--- src/rtl/tra_pkg.sv ---
package tra_pkg;

    // Register ALU opcodes. ADC, SBC, NEG and MUL are decoded but not executed.
    typedef enum logic [3:0] {
        OP_AND = 4'h0,
        OP_EOR = 4'h1,
        OP_LSL = 4'h2,
        OP_LSR = 4'h3,
        OP_ASR = 4'h4,
        OP_ADC = 4'h5,
        OP_SBC = 4'h6,
        OP_ROR = 4'h7,
        OP_TST = 4'h8,
        OP_NEG = 4'h9,
        OP_CMP = 4'hA,
        OP_CMN = 4'hB,
        OP_ORR = 4'hC,
        OP_MUL = 4'hD,
        OP_BIC = 4'hE,
        OP_MVN = 4'hF
    } t_opcode;

    localparam int unsigned DATA_W  = 32;
    localparam int unsigned SHAMT_W = 8;

    // One finished instruction
    typedef struct packed {
        logic [DATA_W-1:0] result_value;
        logic              write_back;
        logic              flag_negative;
        logic              flag_zero;
        logic              flag_carry;
        logic              flag_overflow;
        logic              unsupported;
    } t_alu_result;

endpackage

--- src/rtl/thumb_register_alu.sv ---
// Thumb register ALU (format 4 operations), one instruction per transaction.
//
// Input channel: i_in_valid with the opcode, both operand values and the
// current C and V flags; the block drives o_in_stall. A transaction is taken
// at a rising edge with i_in_valid high and o_in_stall low.
// Output channel: o_out_valid with the result, the write-back enable, the new
// N, Z, C, V flags and the unsupported flag; the receiver drives i_out_stall.
//
// The block is a two-register pipe: an input register, the ALU and barrel
// shifter as one combinational pass, then the result register. A transaction
// passes the input register, then the result register, to o_out_valid; the
// single ALU pass gives one transaction per cycle while i_out_stall is low.
//
// Reset (synchronous, active low) empties both registers. While i_out_stall
// holds a valid result, that result stays unchanged; the input register
// still fills if it is empty, and o_in_stall rises only when both registers
// hold transactions.
module thumb_register_alu (
    input  logic                         i_clk,
    input  logic                         i_rst_n,

    input  logic                         i_in_valid,
    output logic                         o_in_stall,
    input  logic [3:0]                   i_mode,
    input  logic [tra_pkg::DATA_W-1:0]   i_first_value,
    input  logic [tra_pkg::DATA_W-1:0]   i_second_value,
    input  logic                         i_carry_in,
    input  logic                         i_overflow_in,

    output logic                         o_out_valid,
    input  logic                         i_out_stall,
    output logic [tra_pkg::DATA_W-1:0]   o_result_value,
    output logic                         o_write_back,
    output logic                         o_flag_negative,
    output logic                         o_flag_zero,
    output logic                         o_flag_carry,
    output logic                         o_flag_overflow,
    output logic                         o_unsupported
);

    localparam int unsigned W = tra_pkg::DATA_W;

    // Input register
    logic                 r_in_valid;
    tra_pkg::t_opcode     r_op;
    logic [W-1:0]         r_a;
    logic [W-1:0]         r_b;
    logic                 r_c;
    logic                 r_v;

    // Result register
    logic                 r_out_valid;
    tra_pkg::t_alu_result r_res;
    tra_pkg::t_alu_result n_res;

    logic out_load;
    logic in_load;

    // Advance the result register when it is empty or being drained
    assign out_load   = !r_out_valid || !i_out_stall;
    assign in_load    = !r_in_valid || out_load;
    assign o_in_stall = !in_load;

    always_ff @(posedge i_clk) begin
        if (!i_rst_n) begin
            r_in_valid <= 1'b0;
        end else if (in_load) begin
            r_in_valid <= i_in_valid;
        end
    end

    always_ff @(posedge i_clk) begin
        if (in_load && i_in_valid) begin
            r_op <= tra_pkg::t_opcode'(i_mode);
            r_a  <= i_first_value;
            r_b  <= i_second_value;
            r_c  <= i_carry_in;
            r_v  <= i_overflow_in;
        end
    end

    // Shifter and adder intermediates
    logic [tra_pkg::SHAMT_W-1:0] shamt;
    logic [4:0]                  sh5;
    logic                        sh_zero;
    logic                        sh_eq32;
    logic                        sh_lt32;
    logic [W:0]                  lsl_ext;
    logic [W:0]                  lsr_ext;
    logic signed [W:0]           asr_ext;
    logic [2*W-1:0]              ror_ext;
    logic [W-1:0]                shift_res;
    logic                        shift_c;
    logic [W:0]                  diff;
    logic [W:0]                  sum;

    always_comb begin
        shamt   = r_b[tra_pkg::SHAMT_W-1:0];
        sh5     = shamt[4:0];
        sh_zero = (shamt == '0);
        sh_lt32 = (shamt[tra_pkg::SHAMT_W-1:5] == '0);
        sh_eq32 = (shamt == tra_pkg::SHAMT_W'(W));
        lsl_ext = {1'b0, r_a} << sh5;
        lsr_ext = {r_a, 1'b0} >> sh5;
        asr_ext = $signed({r_a, 1'b0}) >>> sh5;
        ror_ext = {r_a, r_a} >> sh5;
        diff    = {1'b0, r_a} - {1'b0, r_b};
        sum     = {1'b0, r_a} + {1'b0, r_b};

        // Barrel shifter with ARM carry-out rules
        shift_res = r_a;
        shift_c   = r_c;
        if (!sh_zero) begin
            unique case (r_op)
                tra_pkg::OP_LSL: begin
                    shift_res = sh_lt32 ? lsl_ext[W-1:0] : '0;
                    shift_c   = sh_lt32 ? lsl_ext[W] : (sh_eq32 & r_a[0]);
                end
                tra_pkg::OP_LSR: begin
                    shift_res = sh_lt32 ? lsr_ext[W:1] : '0;
                    shift_c   = sh_lt32 ? lsr_ext[0] : (sh_eq32 & r_a[W-1]);
                end
                tra_pkg::OP_ASR: begin
                    shift_res = sh_lt32 ? asr_ext[W:1] : {W{r_a[W-1]}};
                    shift_c   = sh_lt32 ? asr_ext[0] : r_a[W-1];
                end
                default: begin
                    shift_res = ror_ext[W-1:0];
                    shift_c   = ror_ext[W-1];
                end
            endcase
        end
    end

    // Select the operation and form the flags
    always_comb begin
        n_res               = '0;
        n_res.write_back    = 1'b1;
        n_res.flag_carry    = r_c;
        n_res.flag_overflow = r_v;
        unique case (r_op)
            tra_pkg::OP_AND: n_res.result_value = r_a & r_b;
            tra_pkg::OP_EOR: n_res.result_value = r_a ^ r_b;
            tra_pkg::OP_LSL,
            tra_pkg::OP_LSR,
            tra_pkg::OP_ASR,
            tra_pkg::OP_ROR: begin
                n_res.result_value = shift_res;
                n_res.flag_carry   = shift_c;
            end
            tra_pkg::OP_TST: begin
                n_res.result_value = r_a & r_b;
                n_res.write_back   = 1'b0;
            end
            tra_pkg::OP_CMP: begin
                n_res.result_value  = diff[W-1:0];
                n_res.flag_carry    = !diff[W];
                n_res.flag_overflow = (r_a[W-1] ^ r_b[W-1]) & (r_a[W-1] ^ diff[W-1]);
                n_res.write_back    = 1'b0;
            end
            tra_pkg::OP_CMN: begin
                n_res.result_value  = sum[W-1:0];
                n_res.flag_carry    = sum[W];
                n_res.flag_overflow = !(r_a[W-1] ^ r_b[W-1]) & (r_a[W-1] ^ sum[W-1]);
                n_res.write_back    = 1'b0;
            end
            tra_pkg::OP_ORR: n_res.result_value = r_a | r_b;
            tra_pkg::OP_BIC: n_res.result_value = r_a & ~r_b;
            tra_pkg::OP_MVN: n_res.result_value = ~r_b;
            tra_pkg::OP_ADC,
            tra_pkg::OP_SBC,
            tra_pkg::OP_NEG,
            tra_pkg::OP_MUL: begin
                n_res.write_back  = 1'b0;
                n_res.unsupported = 1'b1;
            end
        endcase
        if (!n_res.unsupported) begin
            n_res.flag_negative = n_res.result_value[W-1];
            n_res.flag_zero     = (n_res.result_value == '0);
        end
    end

    // Result register: load on advance, hold while stalled
    always_ff @(posedge i_clk) begin
        if (!i_rst_n) begin
            r_out_valid <= 1'b0;
        end else if (out_load) begin
            r_out_valid <= r_in_valid;
        end
    end

    always_ff @(posedge i_clk) begin
        if (out_load && r_in_valid) begin
            r_res <= n_res;
        end
    end

    assign o_out_valid     = r_out_valid;
    assign o_result_value  = r_res.result_value;
    assign o_write_back    = r_res.write_back;
    assign o_flag_negative = r_res.flag_negative;
    assign o_flag_zero     = r_res.flag_zero;
    assign o_flag_carry    = r_res.flag_carry;
    assign o_flag_overflow = r_res.flag_overflow;
    assign o_unsupported   = r_res.unsupported;

    // Stall only when both registers are full and the output is blocked
    a_stall_full: assert property (@(posedge i_clk) disable iff (!i_rst_n)
        o_in_stall |-> (r_in_valid && r_out_valid && i_out_stall))
        else $error("input stalled while pipe has room");

    // An accepted transaction lands in the input register
    a_accept_lands: assert property (@(posedge i_clk) disable iff (!i_rst_n)
        (i_in_valid && !o_in_stall) |=> r_in_valid)
        else $error("accepted transaction not captured");

    // A filled input register moves to the output when the output drains
    a_advance: assert property (@(posedge i_clk) disable iff (!i_rst_n)
        (r_in_valid && !i_out_stall) |=> o_out_valid)
        else $error("transaction lost between stages");

    // Unsupported opcodes never write and carry a zero result
    a_unsupported: assert property (@(posedge i_clk) disable iff (!i_rst_n)
        (o_out_valid && o_unsupported) |->
            (!o_write_back && o_result_value == '0 && !o_flag_zero && !o_flag_negative))
        else $error("unsupported opcode produced a result");

    // Zero flag tracks the result for executed opcodes
    a_zero_flag: assert property (@(posedge i_clk) disable iff (!i_rst_n)
        (o_out_valid && !o_unsupported) |->
            (o_flag_zero == (o_result_value == '0)))
        else $error("zero flag does not match result");

endmodule

--- config.mk ---
export PLATFORM = sky130hd
export DESIGN_NAME = thumb_register_alu
export DESIGN_NICKNAME = d
export VERILOG_FILES = /design/src/rtl/tra_pkg.sv /design/src/rtl/thumb_register_alu.sv
export SDC_FILE = /design/constraint.sdc
export NUM_CORES = 1
export LEC_CHECK = 0
export ABC_AREA = 1
export ABC_CLOCK_PERIOD_IN_PS = 6700
export BUFFER_PORTS_ARGS = -buffer_cell sky130_fd_sc_hd__buf_4
export CAP_MARGIN = 15
export CORE_AREA = 10 10 197 199
export CTS_BUF_LIST = sky130_fd_sc_hd__clkbuf_16
export DETAILED_ROUTE_END_ITERATION = 8
export DIE_AREA = 0 0 207 209
export GPL_TIMING_DRIVEN = 0
export SLEW_MARGIN = 0
export SYNTH_ARGS = -nofsm -noshare
export SYNTH_HDL_FRONTEND = slang
export SYNTH_SLANG_ARGS = --single-unit
--- constraint.sdc ---
create_clock -name i_clk -period 6.7 [get_ports i_clk]
set_input_delay 0.67 -clock i_clk [delete_from_list [all_inputs] [get_ports i_clk]]
set_output_delay 0.67 -clock i_clk [all_outputs]
set_load 0.005 [all_outputs]
==> metrics.cfg, run 1 <==
[clock_network]
cts_resized = 0
cts_buffer_depth = 2
cts_max_level = 3
cts-hold-fix-buffers = 0
cts_tree = built
postCtsSetupBuffers = 0
cts_sinks = 110
clkSlewWorstSetupHoldPaths_ns = 0.09
cts_buffers = 9
insertion_delay_ns = 0.40
cts_root_buf = clkbuf_16

[die]
num_rows = 69
core_um2 = 35100
fp.dieH_um = 209
die_w_um = 207
io_pins = 114
die_area_um2 = 43300
start_util = 0.443

[sta]
fin_crit_sh = 0.826
skew_ns = 0.0201
relSlewSlack = 0.207
setup_violations = 0
fmax_mhz = 181
worst_pin_slew_ns = 1.19
period_needed_ns = 5.54
finalHoldViolCount = 0
slew_viol_final = 0
worst_slack_ns = 1.16
rsz0062_at_grt = false
fin_setup_tns_ns = 0

[global_routing]
overflow = 0
grt_max_degree = 71
antenna_found_initial = 2
grt_pass1_vias = 18200
grt_use_total = 0.390
grt_pass1_wl_um = 125000

[critical_path]
worst-setup-path-type = reg -> reg
arrival_ns = 5.79
required_ns = 6.96
critPathMaxStageDelay_ns = 0.79
critical_path.max_fanout = 11
worst_setup_path_start_kind = register
crit_top_cell = nand2_1
path_buf_inv = 5
critPathCaptureType = register
critPathTopFamily = simple AND/OR/NAND/NOR gates
crit_path_top_delay_cell = buf_1
path_cells = inv_1, clkbuf_1, buf_1, ha_1, buf_2, inv_1, a21oi_1, nand2_1, nand2_1, nand2_1, nand3_1, nand3_1, nand2_1, nand3_1, nand2_1, nor2_1, nor2_1, nand2_1, nor2_1, nand3_1, nor2_1, nand2_1, nor2_2

[logic_synthesis]
yosysWarningCount = 0
synth_flop_cell = edfxtp_1
synthesis.nets = 2769
yosys_register_bits = 110
avgSynthCellArea_um2 = 5.99
seq_area_frac_synth = 0.211
synthesis.instances = 2595
synth_edf_count = 108
ys_types = 55
async_flop_share = 0
syn_area_um2 = 15500

[min_path]
min_path_type = in -> reg

[power]
vdd_drop_max_v = 0.000259
pwr_density_cell_nw_per_um2 = 159
p_leak_nw = 8.68

[job]
maxCapViolCount = 0

[detailed_routing]
viasPerCell = 6.28
dr.pass1.iters = 9
wl_um = 88300
avgRoutedWirePerCell_um = 27.7
vias = 20000
drt_iter0_drc = 3489
antenna_left = 0
drc = 4

[final_layout]
layout-drive-gt1-share = 0.0932
num_antenna_cells = 0
syn_to_final_growth_pct = 11.2
nets = 2894
design_area_um2 = 17300

[placement]
io_buffers = 113
finalWeightedCongestion = 1.18
post-place-ws_ns = 1.72
placed_area_um2 = 17000
hpwlAfterDp_um = 70800

[status]
status = complete, but fails checks
violations = DRC

[registers in the layout, summed over array words and instances, names as in the netlist, 4 cells and up]
register	count
o_result_value	32
r_a	32
r_b	32
r_op	4
[through the flow]
stage / cells / hold slack (ns) / power (W) / utilization
final: 3186 / 0.434 / 0.00274 / 0.493
after global routing: 3186 / 0.427 / 0.00285 / 0.493
after CTS: 3186 / 0.432 / 0.00266 / 0.493
after detailed placement: 3170 / 0.535 / 0.00213 / 0.485
after global placement: 3169 / 0.464 / 0.00213 / 0.484
after floorplan: 2595 / 0.453 / 0.00163 / -
[worst reg2reg max path: cells and delay by family, from the launching register on]
| family | cells | cell delay, ns |
|---|---|---|
| adders and majority gates | 1 | 0.23 |
| AOI/OAI and AO/OA | 1 | 0.28 |
| DFF | 1 | 0.54 |
| buffers and inverters | 5 | 1.83 |
| and+or+nand+nor | 16 | 2.52 |
[power by group]
group	internal [W]	switching [W]	total, W
clock	0.000252	0.000273	0.000525
combinational	0.000363	0.000966	0.00133
sequential	0.000815	0.0000685	0.000883
[worst paths after layout]
| check | from | endpoint | slack, ns | cells after the start |
|---|---|---|---|---|
| setup / recovery | r_b[3] | o_flag_zero | 1.16 | 23 |
| hold / removal | i_second_value[14] | r_b[14] | 0.43 | 1 |
| setup reg to reg | r_b[3] | o_flag_zero | 1.16 | 23 |
| hold reg to reg | r_in_valid | o_out_valid | 0.54 | 2 |
[layout make-up]
type	instances	area, µm²
fillers	3750	17800
multi-input cells	2072	10600
flip-flops and latches	110	3280
inverters	305	1160
repair buffers	114	868
well taps	461	577
plain buffers	108	538
clock buffers	9	225
clock inverters	7	50.0
[Yosys cell counts, types with 5 or more instances]
| library cell | instances | area share |
|---|---|---|
| or2_2 | 5 | 0.0020 |
| edfxtp_1 | 108 | 0.21 |
| xor2_1 | 37 | 0.021 |
| nor3_1 | 25 | 0.0081 |
| nand3_1 | 513 | 0.17 |
| nand2_1 | 805 | 0.19 |
| a21oi_1 | 113 | 0.036 |
| inv_2 | 14 | 0.0034 |
| buf_2 | 49 | 0.016 |
| a31oi_1 | 11 | 0.0044 |
| nand2_4 | 7 | 0.0051 |
| buf_4 | 5 | 0.0024 |
| nand3b_1 | 14 | 0.0068 |
| o21ai_1 | 6 | 0.0019 |
| o21bai_1 | 18 | 0.0087 |
| nor2_4 | 8 | 0.0058 |
| o221ai_1 | 6 | 0.0034 |
| buf_6 | 7 | 0.0051 |
| clkbuf_1 | 30 | 0.0073 |
| nor2_1 | 213 | 0.051 |
| inv_1 | 286 | 0.069 |
| o22ai_1 | 23 | 0.0093 |
| a211oi_1 | 10 | 0.0048 |
| nand4_1 | 34 | 0.014 |
| a311oi_1 | 6 | 0.0034 |
| o211ai_1 | 12 | 0.0058 |
| nor2_2 | 8 | 0.0032 |
| buf_1 | 17 | 0.0041 |
| o21ai_0 | 60 | 0.019 |
| ha_1 | 98 | 0.079 |
[placed cells by master (no fill, tap or decap), types with 4 or more instances in the layout]
cell	netlist	final
nand2_1	805	805
nand3_1	513	513
inv_1	286	285
nor2_1	213	213
buf_4	5	118
a21oi_1	113	112
edfxtp_1	108	108
ha_1	98	98
o21ai_0	60	60
buf_2	49	49
xor2_1	37	37
nand4_1	34	34
clkbuf_1	30	30
nor3_1	25	25
o22ai_1	23	23
o21bai_1	18	18
buf_1	17	17
inv_2	14	14
nand3b_1	14	14
o211ai_1	12	12
a31oi_1	11	11
a211oi_1	10	10
clkbuf_16	0	9
nor2_2	8	8
nor2_4	8	8
buf_6	7	7
nand2_4	7	7
o221ai_1	6	6
a311oi_1	6	6
o21ai_1	6	6
or2_2	5	5
and2_1	4	4
clkinv_1	2	4
[routing by layer]
layer | up-vias | wire (µm) | track usage
li1 | 8851 | - | -
met1 | 9234 | 34800 | 0.508
met2 | 1603 | 33300 | 0.520
met3 | 310 | 15400 | 0.195
met4 | 4 | 4860 | 0.184
met5 | - | 25 | 0
[cell families (layout without fill, tap and decap cells)]
family / Yosys count / after routing / share of synthesized area
DFF: 110 / 110 / 0.211
and+or+nand+nor: 1651 / 1651 / 0.469
AOI/OAI and AO/OA: 284 / 284 / 0.108
adders and majority gates: 100 / 100 / 0.0815
xor gates and xnor gates: 37 / 37 / 0.0209
buffers and inverters: 413 / 543 / 0.109
Note: power is estimated with default switching activity, not from simulation.
==> run 2, diff against run 1 <==
--- a/config.mk
+++ b/config.mk
@@ -6,7 +6,7 @@
 export NUM_CORES = 1
 export LEC_CHECK = 0
 export ABC_AREA = 1
-export ABC_CLOCK_PERIOD_IN_PS = 6700
+export ABC_CLOCK_PERIOD_IN_PS = 4750
 export BUFFER_PORTS_ARGS = -buffer_cell sky130_fd_sc_hd__buf_4
 export CAP_MARGIN = 15
 export CORE_AREA = 10 10 197 199
==> constraint.sdc (replaced) <==
create_clock -name i_clk -period 4.75 [get_ports i_clk]
set_input_delay 0.475 -clock i_clk [delete_from_list [all_inputs] [get_ports i_clk]]
set_output_delay 0.475 -clock i_clk [all_outputs]
set_load 0.005 [all_outputs]
==> metrics.cfg, run 2 (same netlist as run 1, synthesis figures left out) <==
[final_layout]
layout-drive-gt1-share = 0.0961  ; +0.00294
fin_util = 0.493  ; +0.000678
nets = 2894  ; unchanged
seqCellArea_um2 = 3280  ; unchanged
design_area_um2 = 17300  ; +0.14%
mostFrequentLayoutCells = nand2_1 (805), nand3_1 (513), inv_1 (284), nor2_1 (210), buf_4 (121)
multi_input_area_um2 = 10600  ; about the same
n_fill_cell = 3749  ; -0.027%
num_antenna_cells = 0  ; unchanged
final_common_cell = nand2_1
syn_to_final_growth_pct = 11.3

[critical_path]
worst_setup_path_start_kind = register
worst-setup-path-type = reg -> reg
critical_path.max_fanout = 10  ; -1
critPathCaptureType = register
arrival_ns = 5.04  ; -0.75 ns
required_ns = 5.00  ; -1.96 ns

[status]
status = complete, but fails checks
violations = DRC, setup timing

[sta]
rsz0062_at_grt = false
fin_crit_sh = 1.01  ; +0.182
fin_setup_tns_ns = -0.0385  ; -0.0385 ns
worst_slack_ns = -0.0385  ; -1.20 ns
worst_pin_slew_ns = 1.18  ; -0.00997 ns
skew_ns = 0.0234  ; +0.00326 ns
holdWs_ns = 0.239  ; -0.195 ns
relSlewSlack = 0.214  ; +0.00664
slew_viol_final = 0  ; unchanged
period_needed_ns = 4.79  ; -0.747 ns
setup_violations = 1  ; +1
finalHoldViolCount = 0  ; unchanged
fmax_mhz = 209  ; +16%

[detailed_routing]
drc = 2  ; -2
drt_iter0_drc = 3356  ; -3.8%
dr.pass1.iters = 9  ; unchanged
viasPerCell = 6.31  ; +0.55%
avgRoutedWirePerCell_um = 27.6  ; -0.24%
vias = 20100  ; +0.55%
wl_um = 88100  ; -0.24%
antenna_left = 0  ; unchanged

[clock_network]
cts_buffer_depth = 2  ; unchanged
insertion_delay_ns = 0.40  ; about the same
clkSlewWorstSetupHoldPaths_ns = 0.09  ; about the same
cts_sinks = 110  ; unchanged
cts_max_level = 3  ; unchanged
cts_tree = built
cts_buffers = 9  ; unchanged
cts-hold-fix-buffers = 0  ; unchanged
cts_root_buf = clkbuf_16

[die]
core_um2 = 35100  ; unchanged
die_area_um2 = 43300  ; unchanged
start_util = 0.443  ; unchanged
die_w_um = 207  ; unchanged
fp.dieH_um = 209  ; unchanged
io_pins = 114  ; unchanged
num_rows = 69  ; unchanged

[global_routing]
grt_max_degree = 71  ; unchanged
grt_pass1_vias = 18200  ; -0.13%
grt_pass1_wl_um = 125000  ; about the same
antenna_found_initial = 1  ; -1
overflow = 0  ; unchanged
grt_use_total = 0.390  ; about the same

[power]
p_leak_nw = 8.69  ; +0.12%
vdd_drop_max_v = 0.000363  ; +40%
total_power_w = 0.00387  ; +41%
pwr_density_cell_nw_per_um2 = 224  ; +41%

[placement]
placed_area_um2 = 17000  ; unchanged
finalWeightedCongestion = 1.18  ; unchanged
hpwlAfterDp_um = 70800  ; unchanged
io_buffers = 113  ; unchanged

[job]
maxCapViolCount = 0  ; unchanged

[min_path]
min_path_type = in -> reg

==> run 2: changes by cell type in the layout (fill, tap and decap cells not counted) <==
cell and delta:
inv_1 -1, clkinvlp_4 +1, nor2_2 +3, clkbuf_1 -2, nor2_1 -3, buf_1 -2
buf_4 +3, buf_2 +1
==> run 2: metal layers <==
metal / part of all wire / vias up / track usage
met5: 0.00014 / - / 0
met4: 0.054 / 2 / 0.184
met3: 0.18 / 305 / 0.199
met2: 0.38 / 1618 / 0.519
met1: 0.39 / 9340 / 0.506
li1: - / 8847 / -
==> run 2: area by class of cell <==
| cell class | instances | share of cell area |
|---|---|---|
| Clock buffer | 9 | 0.0130 |
| Sequential cell | 110 | 0.190 |
| Clock inverter | 7 | 0.00289 |
| Multi-Input combinational cell | 2072 | 0.612 |
| Buffer | 105 | 0.0305 |
| Inverter | 305 | 0.0672 |
| Timing Repair Buffer | 117 | 0.0515 |
| Tap cell | 461 | 0.0334 |
==> run 2: repair_timing <==
| action | CTS | global route |
|---|---|---|
| hold endpoints to repair | 0 | 0 |
| gates resized for setup | 3 | 5 |
| buffers inserted | 0 | 3 |
| endpoints found under the setup margin | 1 | 1 |
==> run 2: worst max-delay path: stages (launching register included) <==
cell	delay [ns]
edfxtp_1	0.58
inv_1	0.12
ha_1	0.29
buf_2	0.26
nand2_1	0.15
inv_1	0.12
nand2_1	0.22
nor3_1	0.80
and2_1	0.23
nand2_1	0.23
nand2_1	0.20
nand2_1	0.06
nand3_1	0.07
nand3_1	0.12
nor2_1	0.45
nand2_1	0.10
nor2_1	0.12
nand3_1	0.19
nor2_1	0.16
nand2_1	0.07
nor2_2	0.08
==> run 2: final timing paths <==
path / from / to / slack [ns] / cells after the start
worst max-delay path: r_a[20] / o_flag_zero / -0.04 / 20
worst min-delay path: i_second_value[14] / r_b[14] / 0.24 / 1
worst max register to register: r_a[20] / o_flag_zero / -0.04 / 20
worst min register to register: o_out_valid / o_out_valid / 0.54 / 2
==> run 2: stage by stage <==
step,worst slack (ns),std cells
floorplan,1.68,2595
global placement,-0.180,3169
detailed placement,-0.233,3170
CTS,0.0554,3184
global route,0.0166,3186
finish,-0.0385,3186
==> run 2: where the power goes <==
group | total [W] | switching [W] | internal, W
combinational | 0.00188 | 0.00136 | 0.000513
clock | 0.000742 | 0.000386 | 0.000356
sequential | 0.00125 | 0.0000968 | 0.00115
total | 0.00387 | 0.00185 | 0.00202
